[config.mk]
export PLATFORM = sky130hd
export DESIGN_NAME = cpu_alu_with_flags_top
export DESIGN_NICKNAME = d
export VERILOG_FILES = /design/src/hdl/calu_pkg.sv /design/src/hdl/cpu_alu_with_flags_top.sv
export VERILOG_INCLUDE_DIRS = /design/src /design/src/hdl
export SDC_FILE = /design/constraint.sdc
export NUM_CORES = 1
export LEC_CHECK = 0
export ABC_CLOCK_PERIOD_IN_PS = 4800
export BUFFER_PORTS_ARGS = -buffer_cell sky130_fd_sc_hd__buf_2
export CAP_MARGIN = 10
export CORE_ASPECT_RATIO = 1.5
export CORE_MARGIN = 5
export CORE_UTILIZATION = 60
export CTS_BUF_LIST = sky130_fd_sc_hd__clkbuf_16
export DETAILED_ROUTE_END_ITERATION = 16
export PLACE_DENSITY = 0.79
export SYNTH_ARGS = -nofsm -noshare
export SYNTH_HDL_FRONTEND = slang
export SYNTH_SLANG_ARGS = --single-unit
export TNS_END_PERCENT = 10
[constraint.sdc]
create_clock -name clk -period 4.8 [get_ports clk]
set_clock_uncertainty 0.15 [all_clocks]
set_input_delay 0 -clock clk [delete_from_list [all_inputs] [get_ports clk]]
set_output_delay 0 -clock clk [all_outputs]
set_load 0.1 [all_outputs]
[src/hdl/cpu_alu_with_flags_top_macros.svh]
// assertion macros for the alu with flags
`ifndef CPU_ALU_WITH_FLAGS_TOP_MACROS_SVH
`define CPU_ALU_WITH_FLAGS_TOP_MACROS_SVH

`ifndef ASSERT_OFF

`define CALU_ASSERT(lbl, clk, rst_n, prop) \
	lbl: assert property (@(posedge clk) disable iff (!rst_n) (prop)) \
		else $error("assertion failed");

`define CALU_ASSERT_NEXT(lbl, clk, rst_n, ante, cons) \
	lbl: assert property (@(posedge clk) disable iff (!rst_n) (ante) |=> (cons)) \
		else $error("assertion failed");

`else

`define CALU_ASSERT(lbl, clk, rst_n, prop)

`define CALU_ASSERT_NEXT(lbl, clk, rst_n, ante, cons)

`endif

`endif

[src/hdl/calu_pkg.sv]
// types and constants for the alu with flags
package calu_pkg;

	typedef enum logic [4:0] {
		OP_ADD   = 5'd0,
		OP_ADC   = 5'd1,
		OP_SUB   = 5'd2,
		OP_SBC   = 5'd3,
		OP_AND   = 5'd4,
		OP_XOR   = 5'd5,
		OP_OR    = 5'd6,
		OP_CP    = 5'd7,
		OP_INC   = 5'd8,
		OP_DEC   = 5'd9,
		OP_DAA   = 5'd10,
		OP_CPL   = 5'd11,
		OP_SCF   = 5'd12,
		OP_CCF   = 5'd13,
		OP_RLCA  = 5'd14,
		OP_RRCA  = 5'd15,
		OP_RLA   = 5'd16,
		OP_RRA   = 5'd17,
		OP_RLC   = 5'd18,
		OP_RRC   = 5'd19,
		OP_RL    = 5'd20,
		OP_RR    = 5'd21,
		OP_SLA   = 5'd22,
		OP_SRA   = 5'd23,
		OP_SWAP  = 5'd24,
		OP_SRL   = 5'd25,
		OP_BIT   = 5'd26,
		OP_RES   = 5'd27,
		OP_SET   = 5'd28,
		OP_ADD16 = 5'd29,
		OP_ADDSP = 5'd30
	} calu_op_t;

	localparam int FLAG_Z = 3;
	localparam int FLAG_N = 2;
	localparam int FLAG_H = 1;
	localparam int FLAG_C = 0;

	localparam logic [7:0] DAA_LIMIT    = 8'h99;
	localparam logic [3:0] DAA_NIB_MAX  = 4'd9;
	localparam logic [7:0] DAA_ADJ_LO   = 8'h06;
	localparam logic [7:0] DAA_ADJ_HI   = 8'h60;

	typedef struct packed {
		logic [4:0]  mode;
		logic [15:0] operand_a;
		logic [15:0] operand_b;
		logic [2:0]  bit_index;
		logic [3:0]  flags_in;
	} calu_in_t;

	typedef struct packed {
		logic [15:0] result_value;
		logic [3:0]  flags_out;
	} calu_out_t;

endpackage

[src/hdl/cpu_alu_with_flags_top.sv]
// alu of an 8-bit cpu with z/n/h/c flags, registered in and out
// usage:
// - input channel in_valid/in_ready/in_item carries one operation item:
//   mode, operand_a, operand_b, bit_index and the incoming flags
// - output channel out_valid/out_ready/out_item returns one result item
//   per input item: result_value and flags_out, in input order
// - an accepted item is held in the input register, the whole operation is
//   evaluated combinationally from there and lands in the result register
// - out_valid rises when the item moves from input to result register
// - throughput: one item per cycle while out_ready stays high
// - in_ready is high when the input register is empty or moves on in the
//   same cycle; a stalled result holds and the input register then holds
//   one further item before in_ready falls
// - reset clears both valid flags; no item is lost or repeated across a
//   stall of any length
`include "cpu_alu_with_flags_top_macros.svh"

module cpu_alu_with_flags_top
	import calu_pkg::*;
(
	input  logic      clk,
	input  logic      arst_n,
	input  logic      in_valid,
	output logic      in_ready,
	input  calu_in_t  in_item,
	output logic      out_valid,
	input  logic      out_ready,
	output calu_out_t out_item
);

	logic      valid_s1;
	calu_in_t  item_s1;
	logic      out_valid_q;
	calu_out_t out_item_q;
	logic      adv_out;
	logic      adv_in;

	logic [7:0]  a;
	logic [7:0]  b;
	logic [15:0] a16;
	logic [15:0] b16;
	logic [3:0]  f;
	logic        cin;
	logic        nin;
	logic        hin;
	logic        t_add;
	logic        t_sub;
	logic [8:0]  sum_add;
	logic [4:0]  half_add;
	logic [8:0]  diff_sub;
	logic [4:0]  half_sub;
	logic [7:0]  inc_r;
	logic [7:0]  dec_r;
	logic        daa_lo;
	logic        daa_hi;
	logic [7:0]  daa_adj;
	logic [7:0]  daa_r;
	logic [7:0]  bit_mask;
	logic [16:0] sum16;
	logic [12:0] half16;
	logic [15:0] sp_r;
	logic [4:0]  sp_half;
	logic [8:0]  sp_carry;
	logic [7:0]  r8;
	logic        use8;
	logic [15:0] res;
	logic [3:0]  nf;

	assign adv_out  = !out_valid_q || out_ready;
	assign adv_in   = !valid_s1 || adv_out;
	assign in_ready = adv_in;

	assign out_valid = out_valid_q;
	assign out_item  = out_item_q;

	assign a16 = item_s1.operand_a;
	assign b16 = item_s1.operand_b;
	assign a   = a16[7:0];
	assign b   = b16[7:0];
	assign f   = item_s1.flags_in;
	assign cin = f[FLAG_C];
	assign nin = f[FLAG_N];
	assign hin = f[FLAG_H];

	assign t_add    = (calu_op_t'(item_s1.mode) == OP_ADC) && cin;
	assign t_sub    = (calu_op_t'(item_s1.mode) == OP_SBC) && cin;
	assign sum_add  = {1'b0, a} + {1'b0, b} + {8'h00, t_add};
	assign half_add = {1'b0, a[3:0]} + {1'b0, b[3:0]} + {4'h0, t_add};
	assign diff_sub = {1'b0, a} - {1'b0, b} - {8'h00, t_sub};
	assign half_sub = {1'b0, a[3:0]} - {1'b0, b[3:0]} - {4'h0, t_sub};
	assign inc_r    = a + 8'h01;
	assign dec_r    = a - 8'h01;

	assign daa_lo  = hin || (!nin && (a[3:0] > DAA_NIB_MAX));
	assign daa_hi  = cin || (!nin && (a > DAA_LIMIT));
	assign daa_adj = (daa_lo ? DAA_ADJ_LO : 8'h00) | (daa_hi ? DAA_ADJ_HI : 8'h00);
	assign daa_r   = nin ? (a - daa_adj) : (a + daa_adj);

	assign bit_mask = 8'h01 << item_s1.bit_index;

	assign sum16    = {1'b0, a16} + {1'b0, b16};
	assign half16   = {1'b0, a16[11:0]} + {1'b0, b16[11:0]};
	assign sp_r     = a16 + {{8{b[7]}}, b};
	assign sp_half  = {1'b0, a16[3:0]} + {1'b0, b[3:0]};
	assign sp_carry = {1'b0, a16[7:0]} + {1'b0, b};

	always_comb begin
		r8   = 8'h00;
		use8 = 1'b1;
		res  = 16'h0000;
		nf   = f;
		unique case (item_s1.mode)
			OP_ADD, OP_ADC: begin
				r8 = sum_add[7:0];
				nf = {sum_add[7:0] == 8'h00, 1'b0, half_add[4], sum_add[8]};
			end
			OP_SUB, OP_SBC: begin
				r8 = diff_sub[7:0];
				nf = {diff_sub[7:0] == 8'h00, 1'b1, half_sub[4], diff_sub[8]};
			end
			OP_CP: begin
				use8 = 1'b0;
				res  = a16;
				nf   = {diff_sub[7:0] == 8'h00, 1'b1, half_sub[4], diff_sub[8]};
			end
			OP_AND: begin
				r8 = a & b;
				nf = {(a & b) == 8'h00, 1'b0, 1'b1, 1'b0};
			end
			OP_XOR: begin
				r8 = a ^ b;
				nf = {(a ^ b) == 8'h00, 3'b000};
			end
			OP_OR: begin
				r8 = a | b;
				nf = {(a | b) == 8'h00, 3'b000};
			end
			OP_INC: begin
				r8 = inc_r;
				nf = {inc_r == 8'h00, 1'b0, inc_r[3:0] == 4'h0, cin};
			end
			OP_DEC: begin
				r8 = dec_r;
				nf = {dec_r == 8'h00, 1'b1, dec_r[3:0] == 4'hf, cin};
			end
			OP_DAA: begin
				r8 = daa_r;
				nf = {daa_r == 8'h00, nin, 1'b0, daa_hi};
			end
			OP_CPL: begin
				r8 = ~a;
				nf = {f[FLAG_Z], 1'b1, 1'b1, cin};
			end
			OP_SCF: begin
				r8 = a;
				nf = {f[FLAG_Z], 2'b00, 1'b1};
			end
			OP_CCF: begin
				r8 = a;
				nf = {f[FLAG_Z], 2'b00, !cin};
			end
			OP_RLCA: begin
				r8 = {a[6:0], a[7]};
				nf = {3'b000, a[7]};
			end
			OP_RRCA: begin
				r8 = {a[0], a[7:1]};
				nf = {3'b000, a[0]};
			end
			OP_RLA: begin
				r8 = {a[6:0], cin};
				nf = {3'b000, a[7]};
			end
			OP_RRA: begin
				r8 = {cin, a[7:1]};
				nf = {3'b000, a[0]};
			end
			OP_RLC: begin
				r8 = {a[6:0], a[7]};
				nf = {a == 8'h00, 2'b00, a[7]};
			end
			OP_RRC: begin
				r8 = {a[0], a[7:1]};
				nf = {a == 8'h00, 2'b00, a[0]};
			end
			OP_RL: begin
				r8 = {a[6:0], cin};
				nf = {{a[6:0], cin} == 8'h00, 2'b00, a[7]};
			end
			OP_RR: begin
				r8 = {cin, a[7:1]};
				nf = {{cin, a[7:1]} == 8'h00, 2'b00, a[0]};
			end
			OP_SLA: begin
				r8 = {a[6:0], 1'b0};
				nf = {a[6:0] == 7'h00, 2'b00, a[7]};
			end
			OP_SRA: begin
				r8 = {a[7], a[7:1]};
				nf = {a[7:1] == 7'h00 && !a[7], 2'b00, a[0]};
			end
			OP_SWAP: begin
				r8 = {a[3:0], a[7:4]};
				nf = {a == 8'h00, 3'b000};
			end
			OP_SRL: begin
				r8 = {1'b0, a[7:1]};
				nf = {a[7:1] == 7'h00, 2'b00, a[0]};
			end
			OP_BIT: begin
				use8 = 1'b0;
				res  = a16;
				nf   = {!a[item_s1.bit_index], 1'b0, 1'b1, cin};
			end
			OP_RES: begin
				r8 = a & ~bit_mask;
			end
			OP_SET: begin
				r8 = a | bit_mask;
			end
			OP_ADD16: begin
				use8 = 1'b0;
				res  = sum16[15:0];
				nf   = {f[FLAG_Z], 1'b0, half16[12], sum16[16]};
			end
			OP_ADDSP: begin
				use8 = 1'b0;
				res  = sp_r;
				nf   = {2'b00, sp_half[4], sp_carry[8]};
			end
			default: begin
				use8 = 1'b0;
				res  = 16'h0000;
				nf   = f;
			end
		endcase
		if (use8) begin
			res = {8'h00, r8};
		end
	end

	always_ff @(posedge clk or negedge arst_n) begin
		if (!arst_n) begin
			valid_s1    <= 1'b0;
			out_valid_q <= 1'b0;
		end else begin
			if (adv_in) begin
				valid_s1 <= in_valid;
			end
			if (adv_out) begin
				out_valid_q <= valid_s1;
			end
		end
	end

	always_ff @(posedge clk) begin
		if (adv_in && in_valid) begin
			item_s1 <= in_item;
		end
		if (adv_out && valid_s1) begin
			out_item_q <= '{result_value: res, flags_out: nf};
		end
	end

	// a ready receiver never back-pressures the input side
	`CALU_ASSERT(a_ready_when_drained, clk, arst_n, out_ready |-> in_ready)
	// an item that leaves the input register appears at the output
	`CALU_ASSERT_NEXT(a_s1_to_out, clk, arst_n, valid_s1 && adv_out, out_valid)
	// an accepted item fills the input register
	`CALU_ASSERT_NEXT(a_in_to_s1, clk, arst_n, in_valid && in_ready, valid_s1)
	// compare returns the first operand untouched
	`CALU_ASSERT_NEXT(a_cp_passes_a, clk, arst_n,
		valid_s1 && adv_out && (item_s1.mode == OP_CP),
		out_item.result_value == $past(item_s1.operand_a))

endmodule

Word level (Yosys, flattened, before mapping):

Index checks and enable logic that the tools add are counted.

* register bits: 66
* bits of input ports: 48
* logic and storage cells: 122

* $add $sub $neg: 15
* order comparisons: 3
* equality and inequality tests: 31
* shifts and indexed selects: 1
* mux-type cells: 10
* bitwise operators: 8
* reductions and logical operators: 44

Operator list (count)
* $pmux W8 S20: 1
* $pmux W4 S24: 1
* $logic_not A8 Y1: 11
* $eq A5 B5 Y1 const B: 15
* $pmux W16 S3: 1
* $eq A5 B4 Y1 const B: 8
* $reduce_or A27 Y1: 1
* $eq A5 B3 Y1 const B: 4
* $reduce_or A2 Y1: 10
* $add A16 B16 Y17: 1
* $add A16 B16 Y16: 1
* $and A8 B8 Y8: 2
* $mux W8: 2
* $not A8 Y8: 2
* $or A8 B8 Y8: 2
* $logic_not A7 Y1: 2
* $add A12 B12 Y13: 1
* $eq A5 B2 Y1 const B: 2
* $add A8 B8 Y9: 1
* $add A9 B1 Y9: 1
* $sub A8 B8 Y9: 1
* $sub A9 B1 Y9: 1
* $add A8 B1 Y8 const B: 1
* $add A8 B7 Y8: 1
* other kinds (24): 39

Logic depth before layout (Yosys ltp):

* depth in word-level cells: 9
* depth in mapped cells: 17
* mapped depth without buffers: 16

Least setup slack after synthesis:

Ideal clock, no wire load.

* kind: reg2reg
* from: reg item_s1, in the netlist a16[1]
* to: reg out_item_q, in the netlist out_item[3], data pin
* setup time: 0.158 ns
* arrival: 3.757 ns
* data required time: 4.492 ns
* setup slack: 0.735 ns
* cell stages (with the launch flop): 17
* buffers on the path: 1
* period minus slack after synthesis: 4.065 ns
* cell sequence: edfxtp_1 > clkbuf_1 > inv_1 > ha_1 > nor2_1 > nor2_1 > or3_1 > o21ai_0 > a21oi_1 > ha_1 > inv_1 > mux2i_1 > ha_1 > xor2_1 > or4_1 > o311a_1 > o211ai_1

* cells in the longest elaborated chain, start to end: 9
* elaborated cells on any way between the ends: 39

Ends and longest elaborated chain
* from (decl): line cpu_alu_with_flags_top.sv:32 `calu_in_t item_s1;`
* from (signal assigned): line cpu_alu_with_flags_top.sv:258 `item_s1 <= in_item;`
* $gt A8 B8 Y1 / $gt A4 B4 Y1 (equally long branches): line cpu_alu_with_flags_top.sv:95, cpu_alu_with_flags_top.sv:94
* $logic_and A1 B1 Y1 (on tied branches): line cpu_alu_with_flags_top.sv:95, cpu_alu_with_flags_top.sv:94
* $logic_or A1 B1 Y1 (on tied branches): line cpu_alu_with_flags_top.sv:95, cpu_alu_with_flags_top.sv:94
* $mux W7 / $mux W3 (equally long branches): line cpu_alu_with_flags_top.sv:96 `assign daa_adj = (daa_lo ? DAA_ADJ_LO : 8'h00) | (daa_hi ? DAA_ADJ_HI : 8'h00);`
* $or A3 B7 Y7: line cpu_alu_with_flags_top.sv:96
* $add A8 B7 Y8 / $sub A8 B7 Y8 (equally long branches): line cpu_alu_with_flags_top.sv:97 `assign daa_r = nin ? (a - daa_adj) : (a + daa_adj);`
* $mux W8: line cpu_alu_with_flags_top.sv:97
* $logic_not A8 Y1: line cpu_alu_with_flags_top.sv:148 `nf = {daa_r == 8'h00, nin, 1'b0, daa_hi};`
* $pmux W4 S24 (*): line cpu_alu_with_flags_top.sv:112 `unique case (item_s1.mode)`
* named net nf[3]: line cpu_alu_with_flags_top.sv:67 `logic [3:0] nf;`
* to (signal assigned): line cpu_alu_with_flags_top.sv:261 `out_item_q <= '{result_value: res, flags_out: nf};`
* to (decl): line cpu_alu_with_flags_top.sv:34 `calu_out_t out_item_q;`

Mark *: on every way through the listed nets, which the timed path passes. The rest lies on a longest branch. The select of a mux whose other input is x is not followed.
A chain may end at the register's enable or synchronous reset.

Worst setup path after layout:

* from: reg item_s1[43] (netlist name)
* to: reg out_item_q, in the netlist out_item[3], data pin

* cells in the longest elaborated chain, start to end: 5
* elaborated cells on any way between the ends: 40

Ends and longest elaborated chain (line)
* $eq A5 B2 Y1 / $eq A5 B1 Y1 (equally long branches): cpu_alu_with_flags_top.sv:86, cpu_alu_with_flags_top.sv:112, cpu_alu_with_flags_top.sv:85
* $logic_and A1 B1 Y1 (on tied branches): cpu_alu_with_flags_top.sv:86, cpu_alu_with_flags_top.sv:85
* $sub A9 B1 Y9 / $add A9 B1 Y9 (equally long branches): cpu_alu_with_flags_top.sv:89, cpu_alu_with_flags_top.sv:87
* $logic_not A8 Y1 (on tied branches): cpu_alu_with_flags_top.sv:119, cpu_alu_with_flags_top.sv:124, cpu_alu_with_flags_top.sv:115
* $pmux W4 S24 (*): cpu_alu_with_flags_top.sv:112
* named net nf[3]: cpu_alu_with_flags_top.sv:67

Mark *: on every way through the listed nets, which the timed path passes. The rest lies on a longest branch.

==> results.tsv <==
stage	metric	value	unit
clock_network	clockRootBuffer	clkbuf_16	
layout	fillers	716	
routing	vias	6652	
worst_setup_path	start_kind	flip-flop	
logic_synthesis	synth_async_sr_flop_share	3.03	%
sta	setup_viol_count_final	0	
worst_setup_path	end_kind	flip-flop	
sta	setup_ws	0.694	ns
clock_network	ctsResizeCount	0	
logic_synthesis	syn_area	6240	µm²
min_path	hold_class	input pin to flip-flop	
clock_network	insertion_delay	0.34	ns
power	powerDensity	312	nW/µm²
clock_network	post_cts_buffers	0	
routing	drt-pass1-iter-count	9	
layout	syn_to_final_growth	20.7	%
power	power.total	2.35	mW
clock_network	clockBufferDepth	2	
sta	worst_hold_slack	0.212	ns
grt	grt_antenna_before_repair	0	
worst_setup_path	cp.required	4.82	ns
layout	drive_above_1_share	14.8	%
logic_synthesis	postSynthCellCount	700	
worst_setup_path	arrival	4.13	ns
sta	maxSlewViolCount	0	
power	peakVddDrop	258	µV
clock_network	cts_buffers	9	
routing	vias_per_cell	7.16	
routing	routed_wl	23700	µm
sta	finalSetupTns	0	ns
clock_network	path_clk_slew	0.07	ns
placed_design	hpwlAfterDp	17100	µm
sta	worst_pin_slew	1.16	ns
grt	first_global_vias	6660	
floorplanning	ioPinCount	70	
grt	grt_max_degree	45	
run_status	status	finished clean	
worst_setup_path	crit_type	flip-flop to flip-flop	
layout	fin_area	7530	µm²
clock_network	cts.sink_count	66	
placed_design	port_buffers	69	
logic_synthesis	synth_nets	812	
placed_design	placed_area	6700	µm²
floorplanning	die_area	12600	µm²
routing	drc_errors	0	
routing	routedWlPerCell	25.5	µm
logic_synthesis	synth-edff-count	64	
sta	period_share	85.5	%
sta	maxSlewHeadroom	21.8	%
floorplanning	start_util	61.6	%
grt	grt_pass1_wl	36600	µm
sta	rsz0062_at_grt	false	
logic_synthesis	synth_top_flop_cell	edfxtp_1	
logic_synthesis	avgSynthCellArea	8.91	µm²
logic_synthesis	ys_types	74	
routing	drtIter0Drc	1015	
worst_setup_path	cp_max_fo	7	
placed_design	place_congestion	1.10	
flow_run	maxCapViolCount	0	
logic_synthesis	synth_seq_cells	66	
logic_synthesis	ys_warn_count	0	
sta	final-hold-violation-count	0	
clock_network	hold_buffers	49	
grt	track_usage	38.3	%
placed_design	place_ws	0.822	ns
sta	layout_min_cycle_time	4.11	ns
floorplanning	placementRows	45	
grt	grt.overflow.total	0	
clock_network	htreeDepth	3	
layout	antenna_cells	0	
layout	fin_nets	919	
logic_synthesis	ys_seq_area_share	31.6	%
floorplanning	die_h	135	µm
floorplanning	core_area	10100	µm²
power	p_leak	3.05	nW
sta	max_freq	0.244	GHz
clock_network	tritoncts	built	
floorplanning	die_w	93.3	µm
routing	ant_nets	0	
==> report_power, final <==
part,internal (mW),switching [mW]
logic,0.274,0.560
registers,0.691,0.0331
clock network,0.509,0.280
==> kinds of logic (layout without fill, tap and decap cells) <==
family | count (synthesis) | after routing | share of synthesized area, %
fa+ha+maj | 64 | 64 | 13.2
simple gates | 246 | 246 | 20.0
buf+inv | 69 | 181 | 4.33
flops | 66 | 66 | 31.6
mux | 8 | 8 | 1.68
xor+xnor | 51 | 51 | 7.16
compound gates | 196 | 196 | 22.0
==> worst paths after layout <==
check	startpoint	end	slack, ns	cells past startpoint
min reg2reg	valid_s1$_DFFE_PN0N_	out_valid$_DFFE_PN0P_	0.37	1
min in group asynchronous	arst_n	out_valid$_DFFE_PN0P_	0.41	3
max in group asynchronous	arst_n	valid_s1$_DFFE_PN0N_	3.97	3
max reg2reg	item_s1[43]$_DFFE_PP_	out_item[3]$_DFFE_PP_	0.69	11
min	in_item[5]	item_s1[5]$_DFFE_PP_	0.21	2
max	item_s1[43]$_DFFE_PP_	out_item[3]$_DFFE_PP_	0.69	11
==> final cells by class <==
type                    instances  area (µm²)  area share, %
inverters                      31         116           1.54
well taps                     117         146           1.94
clock inverters                 7         119           1.58
repair buffers                134         956           12.7
clock buffers                   9         225           2.99
multi-input cells             565        4000           53.1
flip-flops and latches         66        1970           26.2
==> through the flow <==
step,cells,utilization [%]
detailed placement,864,66.1
global placement,864,66.1
floorplan,700,-
finish,929,74.3
CTS,929,74.3
global route,929,74.3
==> worst max-delay path: stages, from the launching register on <==
cell	delay (ns)
edfxtp_1	0.39
nor2b_1	0.55
nand3_1	0.21
fa_1	0.45
fa_1	0.41
o21a_1	0.20
nor2_1	0.24
o21ai_0	0.22
xor2_1	0.20
or4_1	0.43
or3_1	0.35
o211ai_1	0.12
==> Yosys cell counts, types with 10 or more instances <==
library cell  number  share of area [%]
and3_1            10                1.0
a21o_1            10                1.2
clkbuf_1          27                1.6
a21oi_1           42                3.4
nand4_1           12                1.2
xnor2_1           34                4.8
a31oi_1           10                1.0
edfxtp_1          64                 31
ha_1              61                 12
xor2_1            17                2.4
nand2b_1          10                1.0
a221oi_1          10                1.4
a22oi_1           12                1.4
nor3_1            17                1.4
nand2_1           65                3.9
o21ai_0           29                2.3
nand3_1           15                1.2
o211ai_1          10                1.2
nor2_1            55                3.3
inv_1             30                1.8
==> routing by layer <==
metal,track usage (%),part of all wire [%],vias up
met3,8.42,9.8,188
met5,0,0,-
met2,62.8,47,540
met1,42.4,33,3060
met4,30.0,10,0
li1,-,-,2864
==> layout by cell type (no fill, tap or decap), types with 4 or more instances in the layout <==
cell type,instances
clkbuf_16,9
inv_1,31
ha_1,61
o21ai_1,4
nand4_1,12
a22oi_1,12
nor2b_1,8
a21oi_1,42
xor2_1,17
o221ai_1,8
nand3b_1,4
nand2b_1,10
edfxtp_1,64
nor3_1,17
a211o_1,4
buf_4,16
nor2_1,55
a21o_1,10
a221oi_1,10
and3_1,10
o21a_1,8
dlygate4sd3_1,49
mux2i_1,6
nor3b_1,5
or2_2,4
nand2_1,65
a31oi_1,10
or4_1,7
o211ai_1,10
xnor2_1,34
and2_1,6
o22ai_1,5
or3_1,6
o21ai_0,29
nand3_1,15
buf_2,69
o2111ai_1,6
nor4_1,9
==> flip-flops by register name (all words and copies together) (netlist names) <==
name,cells
b16,16
a16,16
f,4
out_item,20
item_s1,8
out_valid,1
valid_s1,1
Note: power is estimated with default switching activity, not from simulation.
